$ cat src/hdl/cqs_pkg.sv
`default_nettype none
package cqs_pkg;

   localparam int unsigned DEPTH   = 32;
   localparam int unsigned PTR_W   = (DEPTH > 1) ? $clog2(DEPTH) : 1;
   localparam int unsigned CNT_W   = $clog2(DEPTH + 1);
   localparam int unsigned WORD_W  = 32;
   localparam int unsigned SLOT_W  = 5;
   localparam int unsigned MAXRES  = 32;

   typedef enum logic [1:0] {
      CMD_INSERT   = 2'd0,
      CMD_DELETE   = 2'd1,
      CMD_TRAVERSE = 2'd2,
      CMD_SEARCH   = 2'd3
   } cmd_type;

   typedef enum logic [1:0] {
      STAT_OK    = 2'd0,
      STAT_FULL  = 2'd1,
      STAT_EMPTY = 2'd2,
      STAT_MISS  = 2'd3
   } status_type;

   typedef enum logic [1:0] {
      ST_IDLE,
      ST_EXEC,
      ST_WALK
   } state_type;

   typedef struct packed {
      cmd_type            cmd;
      logic [WORD_W-1:0]  value;
   } req_type;

   typedef struct packed {
      status_type         status;
      logic [WORD_W-1:0]  data;
      logic [SLOT_W-1:0]  slot;
      logic               last;
      logic               is_empty;
      logic               is_full;
   } result_type;

   typedef struct packed {
      logic               wr_en;
      logic [PTR_W-1:0]   wr_addr;
      logic [WORD_W-1:0]  wr_data;
      logic               rd_en;
      logic [PTR_W-1:0]   rd_addr;
   } ram_cmd_type;

   // Wrap at the last slot rather than at a power of two.
   function automatic logic [PTR_W-1:0] ptr_next(input logic [PTR_W-1:0] p);
      return (p == PTR_W'(DEPTH - 1)) ? '0 : p + 1'b1;
   endfunction

endpackage
`default_nettype wire

$ cat src/hdl/circular_queue_with_search.sv
// Channel   Direction  Handshake              Payload
// req_      in         req_valid / req_ready  req_cmd, req_value
// rsp_      out        rsp_valid / rsp_ready  rsp_status, rsp_data_out, rsp_slot_index,
//                                             rsp_last, rsp_is_empty, rsp_is_full
//
// One command at a time: req_ready is high only while the sequencer is idle.
// Insert and delete each return one result; traverse returns the N stored words
// (N capped at 32), search reads until a hit or the last stored word, one RAM read per word
// through the single read port of the slot RAM. Each result waits in the
// output register; a low rsp_ready holds the walk until the register frees.
// Synchronous active-high reset clears pointers and occupancy; slot contents
// are not cleared, no clearing pass is needed.
`default_nettype none
module circular_queue_with_search (
   input  wire logic                clock,
   input  wire logic                reset,
   input  wire logic                req_valid,
   output logic                     req_ready,
   input  wire logic [1:0]          req_cmd,
   input  wire logic signed [31:0]  req_value,
   output logic                     rsp_valid,
   input  wire logic                rsp_ready,
   output logic [1:0]               rsp_status,
   output logic signed [31:0]       rsp_data_out,
   output logic [4:0]               rsp_slot_index,
   output logic                     rsp_last,
   output logic                     rsp_is_empty,
   output logic                     rsp_is_full
);

   cqs_pkg::req_type              req;
   cqs_pkg::result_type           res;
   cqs_pkg::ram_cmd_type          ram_cmd;
   logic [cqs_pkg::WORD_W-1:0]    ram_rd_data;
   logic                          res_valid;
   logic                          out_free;

   // Output register: parts the sequencer from the consumer.
   logic                          rsp_valid_ff, rsp_valid_in;
   cqs_pkg::result_type           rsp_ff, rsp_in;

   assign req.cmd   = cqs_pkg::cmd_type'(req_cmd);
   assign req.value = req_value;

   // Free when empty or when the held transaction leaves this cycle.
   assign out_free = !rsp_valid_ff || rsp_ready;

   cqs_seq u_seq (
      .clock       (clock),
      .reset       (reset),
      .req_valid   (req_valid),
      .req_ready   (req_ready),
      .req         (req),
      .res_ready   (out_free),
      .res_valid   (res_valid),
      .res         (res),
      .ram_cmd     (ram_cmd),
      .ram_rd_data (ram_rd_data)
   );

   cqs_ram #(
      .WIDTH (cqs_pkg::WORD_W),
      .DEPTH (cqs_pkg::DEPTH)
   ) u_ram (
      .clock   (clock),
      .wr_en   (ram_cmd.wr_en),
      .wr_addr (ram_cmd.wr_addr),
      .wr_data (ram_cmd.wr_data),
      .rd_en   (ram_cmd.rd_en),
      .rd_addr (ram_cmd.rd_addr),
      .rd_data (ram_rd_data)
   );

   always_comb begin
      rsp_valid_in = rsp_valid_ff;
      rsp_in       = rsp_ff;
      if (res_valid) begin
         // Load a new result; the sequencer only offers one when out_free.
         rsp_valid_in = 1'b1;
         rsp_in       = res;
      end else if (rsp_ready) begin
         // Drop the transaction that was just taken.
         rsp_valid_in = 1'b0;
      end
   end

   always_ff @(posedge clock) begin
      if (reset) begin
         rsp_valid_ff <= 1'b0;
      end else begin
         rsp_valid_ff <= rsp_valid_in;
      end
      rsp_ff <= rsp_in;
   end

   assign rsp_valid      = rsp_valid_ff;
   assign rsp_status     = rsp_ff.status;
   assign rsp_data_out   = rsp_ff.data;
   assign rsp_slot_index = rsp_ff.slot;
   assign rsp_last       = rsp_ff.last;
   assign rsp_is_empty   = rsp_ff.is_empty;
   assign rsp_is_full    = rsp_ff.is_full;

`ifndef SYNTHESIS
   a_res_into_free_slot: assert property (@(posedge clock) disable iff (reset)
      res_valid |-> out_free)
      else $error("result offered while output register is occupied");

   a_busy_after_accept: assert property (@(posedge clock) disable iff (reset)
      (req_valid && req_ready) |=> !req_ready)
      else $error("new command taken while one is in progress");

   a_flags_exclusive: assert property (@(posedge clock) disable iff (reset)
      rsp_valid |-> !(rsp_is_empty && rsp_is_full))
      else $error("queue reported both empty and full");

   a_full_status_flag: assert property (@(posedge clock) disable iff (reset)
      (rsp_valid && rsp_status == cqs_pkg::STAT_FULL) |-> rsp_is_full)
      else $error("full status without full flag");
`endif

endmodule
`default_nettype wire

$ cat src/hdl/cqs_ram.sv
`default_nettype none
module cqs_ram #(
   parameter int unsigned WIDTH = 32,
   parameter int unsigned DEPTH = 32
) (
   input  wire logic                              clock,
   input  wire logic                              wr_en,
   input  wire logic [((DEPTH > 1) ? $clog2(DEPTH) : 1)-1:0] wr_addr,
   input  wire logic [WIDTH-1:0]                  wr_data,
   input  wire logic                              rd_en,
   input  wire logic [((DEPTH > 1) ? $clog2(DEPTH) : 1)-1:0] rd_addr,
   output logic      [WIDTH-1:0]                  rd_data
);

   logic [WIDTH-1:0] mem_ff [DEPTH];
   logic [WIDTH-1:0] rd_data_ff;

   always_ff @(posedge clock) begin
      if (wr_en) begin
         mem_ff[wr_addr] <= wr_data;
      end
      if (rd_en) begin
         rd_data_ff <= mem_ff[rd_addr];
      end
   end

   assign rd_data = rd_data_ff;

endmodule
`default_nettype wire

$ cat src/hdl/cqs_seq.sv
`default_nettype none
module cqs_seq (
   input  wire logic                          clock,
   input  wire logic                          reset,
   input  wire logic                          req_valid,
   output logic                               req_ready,
   input  wire cqs_pkg::req_type              req,
   input  wire logic                          res_ready,
   output logic                               res_valid,
   output cqs_pkg::result_type                res,
   output cqs_pkg::ram_cmd_type               ram_cmd,
   input  wire logic [cqs_pkg::WORD_W-1:0]    ram_rd_data
);

   cqs_pkg::state_type                 state_ff, state_in;
   cqs_pkg::cmd_type                   cmd_ff, cmd_in;
   logic [cqs_pkg::WORD_W-1:0]         value_ff, value_in;
   logic [cqs_pkg::PTR_W-1:0]          head_ff, head_in;
   logic [cqs_pkg::PTR_W-1:0]          tail_ff, tail_in;
   logic [cqs_pkg::CNT_W-1:0]          occ_ff, occ_in;
   logic [cqs_pkg::PTR_W-1:0]          walk_ff, walk_in;
   logic [cqs_pkg::CNT_W-1:0]          k_ff, k_in;

   logic                               is_full;
   logic                               at_end;
   logic                               trav_last;
   logic                               hit;
   logic [cqs_pkg::PTR_W-1:0]          walk_nxt;
   logic [cqs_pkg::PTR_W+cqs_pkg::SLOT_W-1:0] walk_wide;

   assign is_full   = (occ_ff == cqs_pkg::CNT_W'(cqs_pkg::DEPTH));
   assign at_end    = (k_ff == occ_ff - 1'b1);
   assign trav_last = at_end || (32'(k_ff) == 32'(cqs_pkg::MAXRES - 1));
   assign hit       = (ram_rd_data == value_ff);
   assign walk_nxt  = cqs_pkg::ptr_next(walk_ff);
   assign walk_wide = {{cqs_pkg::SLOT_W{1'b0}}, walk_ff};

   always_ff @(posedge clock) begin
      if (reset) begin
         state_ff <= cqs_pkg::ST_IDLE;
         head_ff  <= '0;
         tail_ff  <= '0;
         occ_ff   <= '0;
      end else begin
         state_ff <= state_in;
         head_ff  <= head_in;
         tail_ff  <= tail_in;
         occ_ff   <= occ_in;
      end
      cmd_ff   <= cmd_in;
      value_ff <= value_in;
      walk_ff  <= walk_in;
      k_ff     <= k_in;
   end

   always_comb begin
      state_in  = state_ff;
      cmd_in    = cmd_ff;
      value_in  = value_ff;
      head_in   = head_ff;
      tail_in   = tail_ff;
      occ_in    = occ_ff;
      walk_in   = walk_ff;
      k_in      = k_ff;
      req_ready = 1'b0;
      res_valid = 1'b0;
      res       = '0;
      ram_cmd   = '0;
      ram_cmd.wr_addr = tail_ff;
      ram_cmd.wr_data = value_ff;

      case (state_ff)
         cqs_pkg::ST_IDLE: begin
            req_ready = 1'b1;
            if (req_valid) begin
               cmd_in   = req.cmd;
               value_in = req.value;
               state_in = cqs_pkg::ST_EXEC;
            end
         end
         cqs_pkg::ST_EXEC: begin
            if (cmd_ff == cqs_pkg::CMD_INSERT) begin
               if (res_ready) begin
                  res_valid = 1'b1;
                  res.last  = 1'b1;
                  if (is_full) begin
                     res.status = cqs_pkg::STAT_FULL;
                  end else begin
                     ram_cmd.wr_en = 1'b1;
                     tail_in       = cqs_pkg::ptr_next(tail_ff);
                     occ_in        = occ_ff + 1'b1;
                  end
                  state_in = cqs_pkg::ST_IDLE;
               end
            end else if (occ_ff == '0) begin
               if (res_ready) begin
                  res_valid  = 1'b1;
                  res.status = cqs_pkg::STAT_EMPTY;
                  res.last   = 1'b1;
                  state_in   = cqs_pkg::ST_IDLE;
               end
            end else begin
               ram_cmd.rd_en   = 1'b1;
               ram_cmd.rd_addr = head_ff;
               walk_in         = head_ff;
               k_in            = '0;
               state_in        = cqs_pkg::ST_WALK;
            end
         end
         cqs_pkg::ST_WALK: begin
            case (cmd_ff)
               cqs_pkg::CMD_DELETE: begin
                  if (res_ready) begin
                     res_valid = 1'b1;
                     res.data  = ram_rd_data;
                     res.last  = 1'b1;
                     occ_in    = occ_ff - 1'b1;
                     if (occ_ff == cqs_pkg::CNT_W'(1)) begin
                        head_in = '0;
                        tail_in = '0;
                     end else begin
                        head_in = cqs_pkg::ptr_next(head_ff);
                     end
                     state_in = cqs_pkg::ST_IDLE;
                  end
               end
               cqs_pkg::CMD_TRAVERSE: begin
                  if (res_ready) begin
                     res_valid = 1'b1;
                     res.data  = ram_rd_data;
                     res.slot  = walk_wide[cqs_pkg::SLOT_W-1:0];
                     res.last  = trav_last;
                     if (trav_last) begin
                        state_in = cqs_pkg::ST_IDLE;
                     end else begin
                        walk_in         = walk_nxt;
                        k_in            = k_ff + 1'b1;
                        ram_cmd.rd_en   = 1'b1;
                        ram_cmd.rd_addr = walk_nxt;
                     end
                  end
               end
               cqs_pkg::CMD_SEARCH: begin
                  if (hit) begin
                     if (res_ready) begin
                        res_valid = 1'b1;
                        res.data  = ram_rd_data;
                        res.slot  = walk_wide[cqs_pkg::SLOT_W-1:0];
                        res.last  = 1'b1;
                        state_in  = cqs_pkg::ST_IDLE;
                     end
                  end else if (at_end) begin
                     if (res_ready) begin
                        res_valid  = 1'b1;
                        res.status = cqs_pkg::STAT_MISS;
                        res.last   = 1'b1;
                        state_in   = cqs_pkg::ST_IDLE;
                     end
                  end else begin
                     walk_in         = walk_nxt;
                     k_in            = k_ff + 1'b1;
                     ram_cmd.rd_en   = 1'b1;
                     ram_cmd.rd_addr = walk_nxt;
                  end
               end
               default: begin
                  state_in = cqs_pkg::ST_IDLE;
               end
            endcase
         end
         default: begin
            state_in = cqs_pkg::ST_IDLE;
         end
      endcase

      // Flags reflect the queue after this step.
      res.is_empty = (occ_in == '0);
      res.is_full  = (occ_in == cqs_pkg::CNT_W'(cqs_pkg::DEPTH));
   end

endmodule
`default_nettype wire
$ cat config.mk
export PLATFORM = sky130hd
export DESIGN_NAME = circular_queue_with_search
export DESIGN_NICKNAME = d
export VERILOG_FILES = /design/src/hdl/cqs_pkg.sv /design/src/hdl/circular_queue_with_search.sv /design/src/hdl/cqs_ram.sv /design/src/hdl/cqs_seq.sv
export SDC_FILE = /design/constraint.sdc
export NUM_CORES = 1
export LEC_CHECK = 0
export BUFFER_PORTS_ARGS = -buffer_cell sky130_fd_sc_hd__buf_2
export CAP_MARGIN = 20
export CORE_UTILIZATION = 46
export DETAILED_ROUTE_END_ITERATION = 7
export GPL_TIMING_DRIVEN = 0
export HOLD_SLACK_MARGIN = 0.06
export REMOVE_ABC_BUFFERS = 1
export SYNTH_ARGS = -nofsm -noshare
export SYNTH_HDL_FRONTEND = slang
export SYNTH_HIERARCHICAL = 1
export SYNTH_SLANG_ARGS = --single-unit
$ cat constraint.sdc
create_clock -name clock -period 10.2 [get_ports clock]
set_input_delay 2.04 -clock clock [delete_from_list [all_inputs] [get_ports clock]]
set_output_delay 2.04 -clock clock [all_outputs]
set_load 0.02 [all_outputs]
# == Word-level counts from Yosys, hierarchy flattened ==
# Memory sizes are Yosys's and may differ from the RTL's. A register that Yosys moved wholly into a read port is not among the register bits.
# Cells that the tools add are included.
# totals
reg_bits,106
ram_bits,1024
inputBits,38
out_inout_bits,44
word_cells,153
memories,1
# mem_list
memory,words,word_bits,rd,rd_ports_with_merged_regs,wr,line_no,rtl
u_ram.mem_ff,32,32,1,1,1,cqs_ram.sv:15,logic [WIDTH-1:0] mem_ff [DEPTH];
# classes
n_addsub,6
eq_ne,30
mux,86
n_reduce_logical,15
# op_table
cell,n
$mux W6,17
$pmux W32 S3,1
$mux W5,16
$mux W38,2
$pmux W6 S2,5
$pmux W5 S2,4
$mux W37,1
$eq A32 B32 Y1,1
$mux W2,16
$mux W32,1
$mux W1,16
$add A5 B1 Y5 const B,3
$eq A5 B5 Y1 const B,3
$ne A3 B3 Y1 const B,5
$ne A2 B2 Y1 const B,7
$add A6 B1 Y6 const B,2
$eq A6 B6 Y1 const B,2
$logic_not A6 Y1,2
$pmux W2 S3,2
$reduce_and A8 Y1,1
$reduce_and A7 Y1,1
$eq A2 B2 Y1 const B,3
$eq A6 B1 Y1 const B,1
$eq A6 B5 Y1 const B,1
other kinds (17),24

# == Depth between registers and ports, before layout ==
# Gate-level depths: netlist of the first run.
# logic_depth
ltp_word,8
mapped_depth,16
depth_no_buf,12

# == Cells and area by module ==
# The synthesis of the first run kept the hierarchy.
# modules_own_cells
module,n_inst,cells_per_inst,area_each_um2,seq_area_each_um2
cqs_ram,1,2260,40812.9,31710.4
cqs_seq,1,402,3991.3,1711.6
circular_queue_with_search,1,46,1307.5,1281.2

# == Worst setup path before layout of the first run ==
# Ideal clock, no wire load.
# synth_path
kind,input port to flip-flop
start,in rsp_ready
end,reg rsp_ff (netlist bit rsp_data_out[0]) (enable)
setup_time_ps,469
arrival_time_ps,5120
required_time_ps,9731
slack_ps,4611
path_stages,5
path_buffers,2
path_cell_list,nand2b_4 -> clkbuf_1 -> buf_2 -> nand3_1 -> a31oi_1
# synth_via
elab_chain_cells,6
elab_cells_between_ends,8
classes_between,7 x mux; 1 x reduce/logical
# synth_lines
item,line_no,rtl
start: declaration,circular_queue_with_search.sv:22,"input wire logic rsp_ready,"
$logic_or A1 B1 Y1 (*),circular_queue_with_search.sv:46,assign out_free = !rsp_valid_ff || rsp_ready;
$mux W1 (*),--,
$mux W1,cqs_seq.sv:152,end else if (at_end) begin
$mux W1,cqs_seq.sv:144,if (hit) begin
$pmux W1 S2,cqs_seq.sv:111,case (cmd_ff)
$pmux W1 S2 (*),cqs_seq.sv:72,case (state_ff)
via res_valid,circular_queue_with_search.sv:35,logic res_valid;
end signal: assignment,circular_queue_with_search.sv:93,rsp_ff <= rsp_in;
end: declaration,circular_queue_with_search.sv:40,"cqs_pkg::result_type rsp_ff, rsp_in;"
# Mark *: on every way through the listed nets, which the timed path passes. The rest lies on a longest branch.
# A chain may end at the register's enable or synchronous reset.

==> results.cfg, run 1 <==
[outcome]
status = finished clean

[clock_tree]
cts_max_level = 3
cts_root_buffer = clkbuf_16
cts-hold-fix-buffers = 0
path_clk_slew_ps = 60
cts_tree = done
cts_buffers = 117
cts_max_path_buffers = 3
cts_resized = 0
cts_setup_buffers = 0
cts_sinks = 1162
clock_latency_ps = 700

[min_path]
hold_depth = 2
hold_path.class = flip-flop to flip-flop
hp-start = u_seq/head_ff[3]
whs_endpoint = u_seq/head_ff[3]

[pwr]
p_leak_uw = 0.0166
ir_worst_vdd_mv = 0.148
total_power_uw = 9800
powerDensity_nw_per_um2 = 182

[finish]
antenna_cells = 0
drive_gt1_share_pct = 13.6
final_nets = 2924
area_growth_pct = 16.9

[setup_path]
cp-start-kind = flip-flop
rr_worst_depth = 18
r2r-end = u_ram/rd_data[30]
r2r_start = u_seq/value_ff[27]
worst_setup_path_end_kind = flip-flop
critPathKind = flip-flop to flip-flop
crit_fanout = 46
arrival_ps = 6960
reg2reg_slack_ps = 3670
required_ps = 10630

[synthesis]
yosys-top-cells-count = 1143 x edfxtp_1, 515 x mux2i_1, 127 x nand2_1
ys_warn_count = 6
yosys.area.top_type = edfxtp_1
synth.most_common_cell = edfxtp_1
async_flop_share_pct = 0
synth.distinct_cells = 63
ys_ff_latch = 1162
synth.top_cell.area_share_pct = 74.4
synthFlopType = edfxtp_1
synth.yosys.seq_area_share_pct = 75.3
synth-edff-count = 1143
syn_inst = 2708
yosys-top-cells-area = edfxtp_1 74%, mux2i_1 11%, a22oi_1 1.6%
synth_area_sq_um = 46100
syn_area_per_cell_sq_um = 17.0

[timing]
rsz0062_at_grt = no
finalHoldViolCount = 0
setup_ws_ps = 3670
final_max_slew_viol_count = 0
setup_viol = 0
fin_skew_ps = 53.9
slew_headroom_pct = 28.4
period_share_pct = 64.0
fmax_mhz = 153
worst_slew_pin_slew_ps = 1070
period_needed_ps = 6530

[routing]
drt_first_pass_iters = 7
wl_microns = 122000
first_iter_violations = 2434
antenna_left = 0
via_per_inst = 6.03
drc = 0
route.vias.total = 25600
wl_per_cell_microns = 28.7

[floorplan]
floorplan.initialDensity_pct = 46.6
fp.dieW_microns = 319
ioPinCount = 82
die_h_microns = 319
core-area_sq_um = 98900
rows = 115
dieArea_sq_um = 102000

[global_routing]
grt_max_degree = 55
grt_pass1_wl_microns = 174000
grt_remaining_overflow = 0
grt_pass1_vias = 25000
track_usage_pct = 23.8
antenna_found_initial = 5

[place]
hpwl_microns = 75600
place.gp.congestion = 0.791
port_buffers = 81
dp_slack_ps = 3700

[run]
drv_cap = 0
state kept, by name, indices dropped and copies added (netlist names):
signal          flops
u_seq/state_ff      2
u_seq/k_ff          6
rsp_last            1
u_seq/value_ff     32
rsp_status          2
rsp_slot_index      5
u_seq/cmd_ff        2
u_seq/walk_ff       5
rsp_valid           1
u_seq/occ_ff        6
u_ram/mem_ff     1024
rsp_is_full         1
u_seq/tail_ff       5
u_seq/head_ff       5
rsp_data_out       32
u_ram/rd_data      32
rsp_is_empty        1
stage by stage:
step	TNS [ps]	std cells	hold slack, ps	util [%]	cell area [sq um]
3_3_place_gp	-538670	3932	473	47.8	47300
4_1_cts	0	4242	501	54.5	53900
5_1_grt	0	4244	547	54.5	53900
6_report	0	4244	506	54.5	53900
3_5_place_dp	0	4033	493	50.7	50100
2_1_floorplan	-340800	2564	448	-	45300
power breakdown:
group          internal (uW)  total, uW  switching [uW]
Combinational           56.1        162             106
Sequential              5310       5400            91.9
Clock                   2470       4230            1760
Total                   7840       9800            1960
critical path, stage by stage, from the launching register on:
cell and delay [ps]:
edfxtp_1 960, xor2_1 370, nor4_1 840, nand4_1 380
nor2_2 380, nor2b_1 120, o221a_2 330, a22o_4 390
buf_16 280, buf_16 240, buf_16 260, buf_16 260
buf_16 220, buf_16 240, mux2i_1 190, a22o_1 160
nor3_1 60, a31oi_1 290, nand3_1 110
per-layer routing:
metal / global-route usage (%) / wire length (microns) / share of wire [%] / vias to the layer above
li1: - / - / - / 11000
met4: 7.82 / 3950 / 3.2 / 2
met5: 0 / 7 / 0.0057 / -
met3: 4.17 / 10200 / 8.4 / 252
met1: 35.5 / 53900 / 44 / 13200
met2: 35.4 / 53600 / 44 / 1175
worst max-delay path by stage:
stage / from / end
2_1_floorplan: rsp_ready / u_ram/rd_data[0]
3_3_place_gp: rsp_ready / u_ram/rd_data[30]
3_5_place_dp: rsp_ready / u_ram/rd_data[30]
4_1_cts: u_seq/value_ff[27] / u_ram/rd_data[30]
5_1_grt: u_seq/value_ff[27] / u_ram/rd_data[30]
6_report: u_seq/value_ff[27] / u_ram/rd_data[30]
placed cells by master, fill, tap and decap left out, types with 19 or more instances in the layout:
cell,instances
a31oi_1,34
a22o_1,67
buf_12,36
edfxtp_1,1143
buf_2,81
nor3_1,39
a22oi_1,97
and2_1,42
nor2_1,22
clkbuf_1,32
clkinv_1,23
clkbuf_16,118
ha_1,19
nor2_4,33
nand3_1,114
xor2_1,38
a21oi_1,111
mux2i_1,515
nand2_1,126
dfxtp_1,19
buf_16,64
layout make-up:
class / instances / area, sq um
clock buffer: 150 / 3070
tap: 1287 / 1610
inverter: 14 / 52.6
clock inverter: 59 / 712
fill: 7579 / 45000
multi-input combinational: 1388 / 10800
sequential: 1162 / 34700
timing repair buffer: 184 / 2930
cell families after synthesis:
kind of cell               synth area share (%)
and+or+nand+nor                            4.84
xor gates and xnor gates                  0.836
buffers and inverters                      1.97
adders and majority gates                 0.516
DFF                                        75.3
AOI/OAI and AO/OA                          5.33
muxes                                      11.3
Note: power is estimated with default switching activity, not from simulation.
==> run 2, diff against run 1 <==
- ABC_AREA: not set -> 1
- clock period: 10.2 -> 6.6 ns (I/O delays scaled with it)
==> results.cfg, run 2 <==
[floorplan]
rows = 118
die_h_microns = 326
ioPinCount = 82
fp.dieW_microns = 326
core-area_sq_um = 104000
floorplan.initialDensity_pct = 46.5
dieArea_sq_um = 106000

[finish]
area_growth_pct = 13.9
regMostFlops = u_ram/mem_ff
final_nets = 4258
drive_gt1_share_pct = 9.82
largest_register_ffs = 1024
final_common_cell = nand2_1
final_area_sq_um = 55000
layout_common_cells = 1589 x nand2_1, 1143 x edfxtp_1, 806 x nand3_1

[global_routing]
grt_remaining_overflow = 0
antenna_found_initial = 1
grt_pass1_wl_microns = 190000
grt_max_degree = 203
grt_pass1_vias = 29400
track_usage_pct = 24.2

[timing]
final_max_slew_viol_count = 0
finalSetupTns_ps = 0
period_needed_ps = 6250
setup_viol = 0
period_share_pct = 94.8
slew_headroom_pct = 3.59
fmax_mhz = 160
rsz0062_at_grt = no
finalHoldViolCount = 0
worst_slew_pin_slew_ps = 1450
fin_skew_ps = 36.3

[pwr]
ir_worst_vdd_mv = 0.259
p_leak_uw = 0.0197
total_power_uw = 16100
powerDensity_nw_per_um2 = 292

[synthesis]
ys_ff_latch = 1162
yosys-top-cells-count = 1589 x nand2_1, 1143 x edfxtp_1, 806 x nand3_1
synth-edff-count = 1143
synthFlopType = edfxtp_1
synth.yosys.seq_area_share_pct = 71.9
synth.top_cell.area_share_pct = 71.1
synth.most_common_cell = nand2_1
syn_area_per_cell_sq_um = 11.7
async_flop_share_pct = 0
yosys.area.top_type = edfxtp_1
syn_inst = 4137
synth.distinct_cells = 46
ys_warn_count = 6
yosys-top-cells-area = edfxtp_1 71%, nand2_1 12%, nand3_1 8.4%
synth_area_sq_um = 48300

[place]
hpwl_microns = 74900
place.gp.congestion = 0.791
port_buffers = 81
placed_area_sq_um = 51200

[clock_tree]
cts_sinks = 1162
cts_root_buffer = clkbuf_16
cts_buffers = 119
cts_max_path_buffers = 3
path_clk_slew_ps = 60
cts_resized = 0
clock_latency_ps = 720
cts-hold-fix-buffers = 0
cts_max_level = 3
cts_tree = done
cts_setup_buffers = 0

[routing]
wl_per_cell_microns = 22.7
route.vias.total = 31400
via_per_inst = 5.53
drc = 0
wl_microns = 129000
first_iter_violations = 2990
drt_first_pass_iters = 6
antenna_left = 0

[setup_path]
required_ps = 7060
critPathMaxStageDelay_ps = 980
cp-start-kind = flip-flop
arrival_ps = 6710
critPathSlowestCell = edfxtp_1
path_cells = xnor2_1 > nand2_1 > nor2_1 > nand2_1 > nor2_1 > nand2_1 > nand3_1 > nand2_2 > nand2_1 > a21oi_4 > buf_12 > buf_12 > buf_12 > inv_16 > buf_16 > nand2_1 > nand3_1 > nand3_1 > nand2_1 > nand2_1 > nand2_1 > nand2_1 > nand2_1
worst_setup_path_end_kind = flip-flop
critPathKind = flip-flop to flip-flop
crit_fanout = 202
reg2reg_slack_ps = 350
worst_path_most_repeated_cell = nand2_1

[min_path]
hold_path.class = flip-flop to flip-flop

[run]
drv_cap = 0

[outcome]
status = finished clean
==> run 2: changes by cell type in the layout (fill, tap and decap cells not counted), sizes merged, moves of 34 or more <==
| cell | change |
|---|---|
| and2 | -44 |
| a22oi | -97 |
| a22o | -68 |
| nor2 | +72 |
| nand2 | +1468 |
| nand3 | +695 |
| mux2i | -515 |
| inv | +61 |
| a31oi | -34 |
| a21oi | -86 |
| xor2 | -37 |
==> run 2: area by class of cell <==
cell class,instances,area (sq um)
Antenna cell,1,2.50
Clock buffer,148,3090
Clock inverter,70,684
Fill cell,8688,48800
Inverter,72,307
Multi-Input combinational cell,2672,12000
Sequential cell,1162,34700
Tap cell,1380,1730
Timing Repair Buffer,174,2470
==> run 2: layer usage <==
metal | global-route usage (%) | vias up | part of all wire [%]
met5 | 0 | - | 0
met4 | 6.65 | 0 | 2.3
li1 | - | 14500 | -
met1 | 34.2 | 15600 | 43
met3 | 3.48 | 200 | 7.5
met2 | 39.3 | 1128 | 47
==> run 2: stage by stage <==
step / hold slack, ps / setup slack [ps] / instances / util [%]
global placement: 497 / -58410 / 5367 / 47.0
detailed placement: 508 / 696 / 5458 / 49.3
finish: 521 / 346 / 5679 / 53.0
global route: 536 / 203 / 5678 / 53.0
floorplan: 469 / -23900 / 3906 / -
CTS: 516 / 640 / 5676 / 52.9
==> run 2: logic make-up (layout without fill, tap and decap cells) <==
kind of cell | count (synthesis) | after routing | synth area share, %
other cells | 0 | 1 | 0
simple gates | 2562 | 2562 | 22.4
flops | 1162 | 1162 | 71.9
compound gates | 60 | 60 | 0.762
xor+xnor | 31 | 31 | 0.563
buf+inv | 303 | 464 | 3.90
fa+ha+maj | 19 | 19 | 0.493
==> run 2: worst max-delay path: cells and delay by family, from the launching register on <==
family                    cells  cell delay [ps]
and+or+nand+nor              16             2140
AOI/OAI and AO/OA             1              650
buffers and inverters         5             1210
DFF                           1              980
xor gates and xnor gates      1              330
==> run 2: final timing paths <==
path | end | from | cells past startpoint
setup / recovery | u_ram/rd_data[29] | u_seq/value_ff[18] | 23
hold / removal | u_seq/head_ff[0] | u_seq/head_ff[0] | 2
setup reg to reg | u_ram/rd_data[29] | u_seq/value_ff[18] | 23
hold reg to reg | u_seq/head_ff[0] | u_seq/head_ff[0] | 2
==> run 2: where the power goes <==
group | internal, uW | switching [uW]
sequential | 8400 | 243
combinational | 254 | 593
clock | 3740 | 2820
